`src/sstf_pkg.sv`:
```
// ----------------------------------------------------------------------------
// sstf_pkg
// shared types and codes for the sstf request scheduler
// ----------------------------------------------------------------------------
`default_nettype none

package sstf_pkg;

    // result status codes
    localparam logic [1:0] STATUS_OK    = 2'd0;
    localparam logic [1:0] STATUS_EMPTY = 2'd1;
    localparam logic [1:0] STATUS_FULL  = 2'd2;

    // request types
    localparam logic REQ_ADD      = 1'b0;
    localparam logic REQ_DISPATCH = 1'b1;

    // sequencer states
    typedef enum logic [2:0] {
        ST_IDLE = 3'b001,
        ST_EVAL = 3'b010,
        ST_UPD  = 3'b100
    } seq_state_t;

    // control broadcast from the sequencer to every cell
    typedef struct packed {
        logic eval;      // compare stage: cells latch flags and picks
        logic add_upd;   // insert the new sector
        logic disp_upd;  // remove the entry at the cursor
        logic go_prev;   // cursor moves to the previous entry
        logic set_all;   // cursor back to entry zero
    } cell_ctl_t;

endpackage

`default_nettype wire

```
`src/sstf_cell.sv`:
```
// ----------------------------------------------------------------------------
// sstf_cell
// one slot of the sorted queue: holds a sector and the at-or-after-cursor flag
// ----------------------------------------------------------------------------
`default_nettype none

module sstf_cell #(
    parameter int IDX         = 0,
    parameter int SECTOR_BITS = 48,
    parameter int CNT_W       = 6
) (
    input  wire logic                   aclk,
    input  wire logic                   aresetn,
    input  wire sstf_pkg::cell_ctl_t    ctl,
    input  wire logic [CNT_W-1:0]       count,
    input  wire logic [SECTOR_BITS-1:0] new_sector,
    input  wire logic [SECTOR_BITS-1:0] left_sector,
    input  wire logic                   left_ge,
    input  wire logic                   left_le,
    input  wire logic [SECTOR_BITS-1:0] right_sector,
    input  wire logic                   right_ge,
    output logic [SECTOR_BITS-1:0]      sector_o,
    output logic                        ge_o,
    output logic                        le_o,
    output logic [SECTOR_BITS-1:0]      pick_o,
    output logic                        gop_o
);
    import sstf_pkg::*;

    localparam logic [CNT_W-1:0] IDX_C  = CNT_W'(IDX);
    localparam logic [CNT_W-1:0] NEXT_C = CNT_W'(IDX + 1);
    localparam logic             FIRST  = (IDX == 0);

    logic [SECTOR_BITS-1:0] sector_reg, sector_next;
    logic                   ge_reg, ge_next;
    logic                   le_reg;
    logic [SECTOR_BITS-1:0] pick_reg;
    logic                   gop_reg;

    logic                   valid;
    logic                   right_valid;
    logic                   tok;
    logic [SECTOR_BITS-1:0] dp;
    logic [SECTOR_BITS-1:0] dn;
    logic                   go_prev_here;

    assign valid       = (IDX_C < count);
    assign right_valid = (NEXT_C < count);
    // the cursor sits where the flag first turns on
    assign tok         = ge_reg & (FIRST | ~left_ge);
    assign dp          = sector_reg - left_sector;
    assign dn          = right_sector - sector_reg;
    assign go_prev_here = ~FIRST & (~right_valid | (dp < dn));

    always_comb begin
        sector_next = sector_reg;
        ge_next     = ge_reg;
        if (ctl.add_upd) begin
            if (le_reg) begin
                sector_next = sector_reg;
            end else if (FIRST || left_le) begin
                sector_next = new_sector;
                ge_next     = FIRST ? 1'b0 : left_ge;
            end else begin
                sector_next = left_sector;
                ge_next     = left_ge;
            end
        end else if (ctl.disp_upd) begin
            if (ge_reg) begin
                sector_next = right_sector;
            end
            if (ctl.go_prev) begin
                ge_next = right_ge;
            end
        end
        if (ctl.set_all) begin
            ge_next = 1'b1;
        end
    end

    always_ff @(posedge aclk) begin
        if (!aresetn) begin
            ge_reg <= 1'b1;
            le_reg <= 1'b0;
        end else begin
            ge_reg <= ge_next;
            if (ctl.eval) begin
                le_reg <= valid & (sector_reg <= new_sector);
            end
        end
    end

    always_ff @(posedge aclk) begin
        sector_reg <= sector_next;
        if (ctl.eval) begin
            pick_reg <= tok ? sector_reg : '0;
            gop_reg  <= tok & go_prev_here;
        end
    end

    assign sector_o = sector_reg;
    assign ge_o     = ge_reg;
    assign le_o     = le_reg;
    assign pick_o   = pick_reg;
    assign gop_o    = gop_reg;

endmodule

`default_nettype wire

```
`config.mk`:
```
export PLATFORM = sky130hd
export DESIGN_NAME = sstf_cell
export DESIGN_NICKNAME = d
export VERILOG_FILES = /design/src/sstf_pkg.sv /design/src/sstf_cell.sv
export SDC_FILE = /design/constraint.sdc
export NUM_CORES = 1
export LEC_CHECK = 0
export ABC_AREA = 0
export BUFFER_PORTS_ARGS = -buffer_cell sky130_fd_sc_hd__buf_2
export CAP_MARGIN = 30
export CORE_MARGIN = 4
export CORE_UTILIZATION = 50
export DETAILED_ROUTE_END_ITERATION = 10
export HOLD_SLACK_MARGIN = 0.1
export PLACE_DENSITY = 0.86
export SYNTH_ARGS = -nofsm -noshare
export SYNTH_HDL_FRONTEND = slang
export SYNTH_SLANG_ARGS = --single-unit
```
`constraint.sdc`:
```
create_clock -name aclk -period 8.1 [get_ports aclk]
set_input_delay 1.215 -clock aclk [delete_from_list [all_inputs] [get_ports aclk]]
set_output_delay 1.215 -clock aclk [all_outputs]
set_load 0.005 [all_outputs]
```
==> flow_summary_export.csv, run 1 <==
group,metric,value,unit
status,status,"finished, final reports clean",
cts,cts_setup_buffers,0,
floorplanning,core,0.00991,mm^2
placed_design,dp_slack,4790,ps
yosys,postSynthCellCount,391,
sta,setup_ws,5190,ps
sta,fmax,344,MHz
run,maxCapViolCount,0,
sta,fin_crit_sh,35.9,%
cts,cts_hold_buf,0,
cts,cts_tree,"done",
global_routing,antenna_found_initial,0,
floorplanning,start_util,51.9,%
yosys,synth_compound_area_share,4.89,%
setup_path,crit_type,"in -> reg",
sta,finalClockSkew,11.9,ps
sta,rsz0062_at_grt,"no",
routing,vias,3786,
yosys,syn-mean-instance-area,13.2,um^2
cts,cts.clk_slew.worst_paths,100,ps
floorplanning,fp.dieArea,0.0120,mm^2
routing,drtIter0Drc,170,
yosys,synth_fa_ha_area_share,11.7,%
worst_hold_path,holdCritStartpoint,"sector_o[22]",
cts,cts_sinks,98,
yosys,yosys_warnings,0,
cts,cts_root_buf,"clkbuf_8",
yosys,yosysSeqAreaShare,56.8,%
sta,final_max_slew_viol_count,0,
sta,tns,0,ps
layout,area_growth,26.4,%
yosys,synth-simple-area-share,11.5,%
setup_path,cp_cell_sequence,"buf_2, buf_4, nand2_1, a2111oi_0, o31ai_1, a311oi_1, a32o_1",
sta,setup_viol,0,
routing,ant_nets,0,
yosys,yosysUniqueCellTypes,36,
sta,min_period,2910,ps
worst_hold_path,hold_class,"reg -> reg",
sta,worstMarginPinSlew,706,ps
setup_path,crit_buf_inv,2,
floorplanning,die_h,109,um
placed_design,gp_congestion,0.830,
layout,final_common_cell,"buf_2",
power_and_ir_drop,finalPower,1.15,mW
global_routing,grt_pass1_vias,3996,
cts,cts_resized,0,
yosys,synth-xor-area-share,0,%
global_routing,grtUsageTotal,21.1,%
cts,clock_latency,360,ps
layout,layout_common_cells,"buf_2, edfxtp_1, inv_1",
cts,clk_path_buf_depth,2,
routing,drt_pre_antenna_iters,4,
power_and_ir_drop,vdd_drop_max,0.0000821,V
global_routing,grt_pass1_wl,19.4,mm
setup_path,path_delay_family,"compound AO/OA/AOI/OAI gates",
setup_path,worstSetupEndpointType,"flop",
layout,final_layout_size_suffix_gt1_share,46.7,%
layout,final_nets,809,
setup_path,cp-start-kind,"input port",
setup_path,cp_data_required_time,8410,ps
routing,via_per_inst,5.12,
floorplanning,dieWidth,109,um
setup_path,r2r_start,"ge_o",
setup_path,path_max_fanout,51,
setup_path,setup.worst_path.start,"ctl[4]",
yosys,synth_top_family_by_area,"adder cells",
global_routing,overflow,0,
placed_design,io_buffers,207,
power_and_ir_drop,power_leakage,3.01,nW
setup_path,cp_slowest_cell,"a2111oi_0",
sta,slew_headroom,53.0,%
yosys,muxShareOfSynthArea,10.5,%
setup_path,slowest_delay,560,ps
setup_path,worstPathArrival,3220,ps
placed_design,post-dp-hpwl,9.66,mm
layout,antenna_cells,0,
yosys,synth_fp_nets,599,
global_routing,grt_max_degree,53,
yosys,synth_area,0.00515,mm^2
cts,cts_buffers,9,
routing,drc,0,
floorplanning,rows,36,
power_and_ir_drop,p_per_area,177,mW/mm^2
floorplanning,ios,259,
routing,wl_per_cell,17.1,um
cts,cts.htree.levels,3,
yosys,ys_ff_latch,98,
routing,wl,12.7,mm
sta,hold_viol_final,0,
area by class of cell:
cell class / count / area (um^2)
tap: 133 / 166
clock inverter: 6 / 35.0
inverter: 50 / 188
fill: 771 / 3410
sequential: 98 / 2920
timing repair buffer: 211 / 1070
clock buffer: 10 / 128
multi-input combinational: 231 / 2000
registers in the layout, summed over array words and instances, names as in the netlist:
register	flops
pick_o	48
le_o	1
ge_o	1
sector_o	48
through the flow:
step / hold slack (ps) / area (um^2) / std cells / utilization (%)
CTS: 598 / 6500 / 739 / 65.6
global route: 623 / 6500 / 739 / 65.6
detailed placement: 576 / 6340 / 723 / 64.0
floorplan: 578 / 5150 / 391 / -
finish: 597 / 6500 / 739 / 65.6
global placement: 568 / 6340 / 723 / 64.0
cells in the mapped netlist:
library cell / count / share of area, %
a311oi_1: 1 / 0.17
ha_1: 48 / 12
clkbuf_1: 11 / 0.80
and2_1: 48 / 5.8
a21boi_0: 1 / 0.15
conb_1: 1 / 0.073
nand4_1: 9 / 1.1
nor4_2: 1 / 0.24
nor4_4: 1 / 0.41
nor2_1: 4 / 0.29
o31ai_1: 3 / 0.44
nor3_2: 1 / 0.19
a21oi_1: 18 / 1.8
a21o_1: 2 / 0.29
nor3_1: 2 / 0.19
a2111oi_0: 1 / 0.17
o21ai_0: 8 / 0.78
edfxtp_1: 96 / 56
and4_4: 3 / 0.66
o21a_1: 1 / 0.15
inv_1: 50 / 3.6
nand3_4: 1 / 0.34
a211oi_1: 2 / 0.29
nand3b_1: 1 / 0.15
o311a_1: 1 / 0.19
dfxtp_1: 2 / 0.78
nand3_1: 5 / 0.49
nand2_1: 13 / 0.95
or4_1: 1 / 0.15
nor2b_1: 2 / 0.24
nand4_2: 1 / 0.24
buf_4: 1 / 0.15
a221oi_1: 1 / 0.17
a32o_1: 1 / 0.19
mux2_2: 48 / 11
o211ai_1: 1 / 0.15
where the power goes:
group	internal (mW)	total (mW)	switching, mW
Combinational	0.112	0.225	0.113
Clock	0.110	0.281	0.171
Sequential	0.618	0.642	0.0245
kinds of logic (layout without fill, tap and decap cells):
kind of cell,Yosys count,after routing
other cells,1,1
flops,98,98
mux,48,48
fa+ha+maj,48,48
compound gates,41,41
simple gates,93,93
buf+inv,62,277
final timing paths:
path	endpoint	slack (ps)	cells past startpoint
setup / recovery	le_o	5190	7
hold / removal	pick_o[22]	600	1
setup reg to reg	sector_o[22]	5700	4
hold reg to reg	pick_o[22]	600	1
routing by layer:
| metal | vias up | GRT usage, % | share of wire (%) |
|---|---|---|---|
| li1 | 1833 | - | - |
| met1 | 1790 | 24.1 | 38 |
| met2 | 140 | 38.9 | 53 |
| met3 | 23 | 4.23 | 6.2 |
| met4 | 0 | 7.75 | 2.1 |
| met5 | - | 0 | 0 |
Power figures use the tool's default switching activity.
==> run 2, diff against run 1 <==
--- a/config.mk
+++ b/config.mk
@@ -9,10 +9,10 @@
 export BUFFER_PORTS_ARGS = -buffer_cell sky130_fd_sc_hd__buf_2
 export CAP_MARGIN = 30
 export CORE_MARGIN = 4
-export CORE_UTILIZATION = 50
+export CORE_UTILIZATION = 46
 export DETAILED_ROUTE_END_ITERATION = 10
 export HOLD_SLACK_MARGIN = 0.1
-export PLACE_DENSITY = 0.86
+export PLACE_DENSITY = 0.8
 export SYNTH_ARGS = -nofsm -noshare
 export SYNTH_HDL_FRONTEND = slang
 export SYNTH_SLANG_ARGS = --single-unit
==> constraint.sdc (replaced) <==
create_clock -name aclk -period 3 [get_ports aclk]
set_input_delay 0.45 -clock aclk [delete_from_list [all_inputs] [get_ports aclk]]
set_output_delay 0.45 -clock aclk [all_outputs]
set_load 0.005 [all_outputs]
==> flow_summary_export.csv, run 2 (synthesis gave the netlist of run 1 again) <==
group,metric,value,unit
sta,fmax,462,MHz
global_routing,grt_pass1_vias,3857,
placed_design,post-dp-hpwl,9.69,mm
cts,cts_root_buf,"clkbuf_8",
cts,cts_resized,0,
floorplanning,core,0.0109,mm^2
floorplanning,dieWidth,114,um
worst_hold_path,whs_path_depth,2,
power_and_ir_drop,pwr-share-comb,18.8,%
sta,rsz0062_at_grt,"no",
floorplanning,fp.dieArea,0.0129,mm^2
cts,cts_buffers,9,
setup_path,cp-start-kind,"flop",
setup_path,path_max_fanout,3,
power_and_ir_drop,vdd_drop_max,0.000246,V
routing,wl,12.7,mm
setup_path,ff2ff_path_depth,7,
routing,vias,3762,
global_routing,grt_pass1_wl,19.3,mm
layout,final_nets,809,
sta,finalClockSkew,10.8,ps
routing,via_per_inst,5.04,
routing,drt_pre_antenna_iters,4,
sta,hold_viol_final,0,
floorplanning,start_util,47.3,%
power_and_ir_drop,cellInternalPower,2.44,mW
cts,clock_latency,360,ps
cts,cts_sinks,98,
routing,wl_met3,942,um
cts,cts_tree,"done",
power_and_ir_drop,power_frac_seq,53.3,%
worst_hold_path,hold_class,"in -> reg",
layout,layout_common_cells,"buf_2, edfxtp_1, inv_1",
routing,drc,0,
sta,fin_crit_sh,72.1,%
placed_design,io_buffers,207,
sta,worstMarginPinSlew,692,ps
sta,setup_viol,0,
power_and_ir_drop,clkPwrFrac,27.9,%
power_and_ir_drop,p_per_area,495,mW/mm^2
placed_design,gp_congestion,0.812,
routing,ant_nets,0,
setup_path,regToRegSetupSlack,840,ps
layout,final_layout_size_suffix_gt1_share,46.5,%
floorplanning,rows,38,
status,status,"finished, final reports clean",
cts,clk_path_buf_depth,2,
global_routing,antenna_found_initial,0,
cts,cts_setup_buffers,0,
setup_path,crit_type,"reg -> reg",
routing,wl_met1,5.19,mm
routing,wl_per_cell,17.0,um
cts,cts.htree.levels,3,
routing,top_layer_used,"met4",
cts,cts_hold_buf,0,
setup_path,r2r-end,"le_o",
layout,antenna_cells,0,
layout,final_common_cell,"buf_2",
worst_hold_path,holdCritStartpoint,"ctl[0]",
worst_hold_path,min_to,"ge_o",
global_routing,grtUsageTotal,19.3,%
power_and_ir_drop,sw_frac_of_total,25.0,%
setup_path,r2r_start,"sector_o[35]",
cts,cts.clk_slew.worst_paths,90,ps
sta,min_period,2160,ps
placed_design,placed_cell_area,0.00635,mm^2
global_routing,grt_max_degree,51,
floorplanning,die_h,114,um
setup_path,worstSetupEndpointType,"flop",
sta,whs,317,ps
global_routing,overflow,0,
layout,area_growth,27.4,%
sta,slew_headroom,53.9,%
power_and_ir_drop,power_leakage,3.03,nW
run,maxCapViolCount,0,
floorplanning,ios,259,
sta,tns,0,ps
layout,fill_cells,905,
routing,drtIter0Drc,115,
power_and_ir_drop,power.switching,812,uW
setup_path,cp_data_required_time,3250,ps
layout,final_cell_area,0.00656,mm^2
routing,wl_met2,6.32,mm
sta,final_max_slew_viol_count,0,
setup_path,worstPathArrival,2420,ps
[run 2: changes by cell type in the layout (fill, tap and decap cells not counted)]
cell	change
bufinv_16	+2
clkinv_1	+1
clkinv_2	-2
clkinvlp_4	-1
[run 2: power groups by stage]
stage | registers (mW) | clock network [mW] | logic, mW
after floorplan | 1.77 | 0 | 0.297
after global placement | 1.76 | 0 | 0.591
after detailed placement | 1.76 | 0 | 0.615
after CTS | 1.73 | 0.940 | 0.618
after global routing | 1.75 | 1.00 | 0.680
final | 1.73 | 0.906 | 0.610
[run 2: worst max-delay path by stage]
stage          slack, ps      startpoint     endpoint
5_1_grt              600    sector_o[46]         le_o
4_1_cts              780    sector_o[46]         le_o
6_report             840    sector_o[35]         le_o
3_5_place_dp         630  new_sector[46]         le_o
3_3_place_gp         700  new_sector[35]         le_o
2_1_floorplan        420          ctl[3]  sector_o[0]
[run 2: routing by layer]
metal / up-vias / global-route usage (%)
met4: 0 / 6.89
li1: 1836 / -
met1: 1759 / 23.2
met5: - / 0
met2: 152 / 34.0
met3: 15 / 4.62
[run 2: cell type report]
type,instances,area (um^2),share of cell area (%)
repair buffers,211,1070,16.3
flip-flops and latches,98,2920,44.6
well taps,140,175,2.67
clock inverters,6,81.3,1.24
clock buffers,10,128,1.95
multi-input cells,231,2000,30.5
inverters,50,188,2.86
[run 2: through the flow]
stage                     setup WS, ps  utilization (%)  total power, mW  cells
after floorplan                    422                -             2.07    391
after global placement             696             58.3             2.35    730
after detailed placement           631             58.3             2.38    730
after CTS                          776             60.2             3.29    746
after global routing               599             60.2             3.43    746
final                              836             60.2             3.25    746
[run 2: worst max-delay path: stages (launching register included)]
cell and delay (ps):
edfxtp_1 420, ha_1 340, and4_4 260, nand3_4 110, nor4_4 380, o311a_1 240
a311oi_1 50, a32o_1 270
==> run 3, diff against run 2 <==
--- a/config.mk
+++ b/config.mk
@@ -5,14 +5,14 @@
 export SDC_FILE = /design/constraint.sdc
 export NUM_CORES = 1
 export LEC_CHECK = 0
-export ABC_AREA = 0
+export ABC_AREA = 1
 export BUFFER_PORTS_ARGS = -buffer_cell sky130_fd_sc_hd__buf_2
 export CAP_MARGIN = 30
 export CORE_MARGIN = 4
 export CORE_UTILIZATION = 46
 export DETAILED_ROUTE_END_ITERATION = 10
 export HOLD_SLACK_MARGIN = 0.1
-export PLACE_DENSITY = 0.8
+export PLACE_DENSITY = 0.79
 export SYNTH_ARGS = -nofsm -noshare
 export SYNTH_HDL_FRONTEND = slang
 export SYNTH_SLANG_ARGS = --single-unit
==> constraint.sdc (replaced) <==
create_clock -name aclk -period 2.1 [get_ports aclk]
set_input_delay 0.315 -clock aclk [delete_from_list [all_inputs] [get_ports aclk]]
set_output_delay 0.315 -clock aclk [all_outputs]
set_load 0.005 [all_outputs]
==> flow_summary_export.csv, run 3 <==
group,metric,value,unit
status,status,"finished, final reports clean",
run,maxCapViolCount,0,
global_routing,grt_pass1_wl,21.5,mm
setup_path,worstPathArrival,1980,ps
floorplanning,die_h,114,um
power_and_ir_drop,p_per_area,742,mW/mm^2
routing,drt_pre_antenna_iters,4,
placed_design,io_buffers,207,
setup_path,path_max_fanout,3,
yosys,yosysUniqueCellTypes,25,
layout,final_common_cell,"buf_2",
floorplanning,dieWidth,114,um
sta,fmax,583,MHz
power_and_ir_drop,power_frac_seq,50.2,%
setup_path,slowest_delay,430,ps
cts,cts_resized,0,
sta,setup_ws,386,ps
power_and_ir_drop,cellInternalPower,3.69,mW
power_and_ir_drop,vdd_drop_max,0.000332,V
setup_path,crit_top_cell,"nand2_1",
cts,clk_path_buf_depth,2,
layout,final_nets,961,
sta,fin_crit_sh,81.6,%
setup_path,crit_type,"reg -> reg",
cts,cts_root_buf,"clkbuf_16",
routing,drtIter0Drc,307,
cts,cts_setup_buffers,0,
power_and_ir_drop,clkPwrFrac,31.8,%
global_routing,antenna_found_initial,0,
floorplanning,fp.dieArea,0.0130,mm^2
placed_design,post-dp-hpwl,10.3,mm
setup_path,r2r_start,"sector_o[47]",
routing,ant_nets,0,
yosys,syn-mean-instance-area,9.52,um^2
cts,clock_latency,330,ps
yosys,synthArstFlopShare,0,%
global_routing,grt_pass1_vias,4399,
global_routing,overflow,0,
floorplanning,start_util,47.4,%
worst_hold_path,holdCritStartpoint,"ctl[0]",
cts,cts.clk_slew.worst_paths,60,ps
cts,cts_buffers,9,
yosys,synth_top_area_share,55.6,%
sta,final_max_slew_viol_count,0,
layout,layout_common_cells,"buf_2, nand2_1, inv_1",
global_routing,grtUsageTotal,20.8,%
layout,fill_cells,956,
layout,area_growth,29.1,%
layout,antenna_cells,0,
power_and_ir_drop,sw_frac_of_total,25.7,%
routing,wl_per_cell,14.9,um
setup_path,cp_data_required_time,2370,ps
setup_path,setup.worst_path.start,"sector_o[47]",
routing,wl,13.4,mm
setup_path,cp-start-kind,"flop",
power_and_ir_drop,pwr-share-comb,17.9,%
yosys,postSynthCellCount,545,
cts,cts.htree.levels,3,
routing,via_per_inst,4.83,
sta,min_period,1710,ps
routing,drc,0,
yosys,ys.flop_type,"edfxtp_1",
power_and_ir_drop,power.switching,1.28,mW
yosys,synth_common_cells,"nand2_1, inv_1, edfxtp_1",
yosys,synth_top_cell_by_area,"edfxtp_1",
yosys,synth_fp_nets,753,
floorplanning,ios,259,
setup_path,worstSetupEndpointType,"flop",
yosys,yosys_warnings,0,
yosys,synthTopCellsByArea,"edfxtp_1, ha_1, nand2_1",
placed_design,gp_congestion,0.842,
cts,cts_tree,"done",
floorplanning,rows,38,
worst_hold_path,hold_class,"in -> reg",
sta,tns,0,ps
floorplanning,core,0.0109,mm^2
global_routing,grt_max_degree,73,
yosys,synth.most_common_cell,"nand2_1",
sta,hold_viol_final,0,
placed_design,dp_slack,339,ps
sta,rsz0062_at_grt,"no",
layout,final_layout_size_suffix_gt1_share,31.8,%
yosys,ys_ff_latch,98,
sta,worstMarginPinSlew,652,ps
setup_path,cp_slowest_cell,"edfxtp_1",
setup_path,cp_cell_sequence,"ha_1, nand2_1, nor2_2, nand2_1, inv_2, nand2_1, nand2_1, nor2_1, nand3_1, nand2_1, nand2_1, a21oi_2",
yosys,yosysSeqAreaShare,56.4,%
power_and_ir_drop,power_leakage,3.58,nW
sta,slew_headroom,56.5,%
cts,cts_sinks,98,
cts,cts_hold_buf,0,
yosys,synth_edf_count,96,
sta,setup_viol,0,
routing,vias,4335,
sta,finalClockSkew,6.27,ps
yosys,synth_area,0.00519,mm^2
## run 3: cells by family (layout without fill, tap and decap cells)
logic type	Yosys count	count (layout)	synth area share, %
simple gates	194	194	15.1
buf+inv	130	342	9.55
compound gates	74	74	7.31
other cells	1	1	0.0723
fa+ha+maj	48	48	11.6
flops	98	98	56.4
## run 3: power by group through the flow
stage / clock [mW] / combinational [mW] / sequential (mW)
2_1_floorplan: 0 / 0.431 / 2.54
3_3_place_gp: 0 / 0.861 / 2.52
4_1_cts: 1.62 / 0.904 / 2.50
6_report: 1.58 / 0.891 / 2.49
5_1_grt: 1.70 / 1.03 / 2.52
3_5_place_dp: 0 / 0.898 / 2.54
## run 3: final timing paths
path	slack [ps]	end	cells after the start
setup / recovery	390	le_o	12
hold / removal	200	ge_o	3
setup reg to reg	390	le_o	12
hold reg to reg	490	le_o	2
## run 3: area by class of cell
cell class / count / area (um^2) / area share, %
Tap cell: 140 / 175 / 2.62
Clock inverter: 5 / 46.3 / 0.691
Multi-Input combinational cell: 317 / 1770 / 26.4
Inverter: 113 / 424 / 6.34
Timing Repair Buffer: 214 / 1130 / 16.8
Sequential cell: 98 / 2920 / 43.7
Clock buffer: 10 / 229 / 3.42
## run 3: routing by layer
layer  share of wire (%)  GRT usage [%]  vias to the layer above
li1                    -              -                     2173
met1                  41           25.2                     1993
met2                  51           36.8                      150
met3                 5.9           3.59                       19
met4                 2.0           7.84                        0
met5                   0              0                        -
## run 3: critical path, delay by kind of cell, from the launching register on
kind	cells	cell delay, ps
simple gates	9	750
flops	1	430
fa+ha+maj	1	320
compound gates	1	100
buf+inv	1	50
## run 3: per-stage QoR
stage,util (%),cells,power [mW],hold slack (ps),cell area [um^2]
after CTS,61.2,897,5.02,197,6700
after global placement,58.7,882,3.38,474,6420
after global routing,61.2,897,5.25,226,6700
after floorplan,-,545,2.97,427,5190
after detailed placement,58.7,882,3.43,487,6420
final,61.2,897,4.96,204,6700
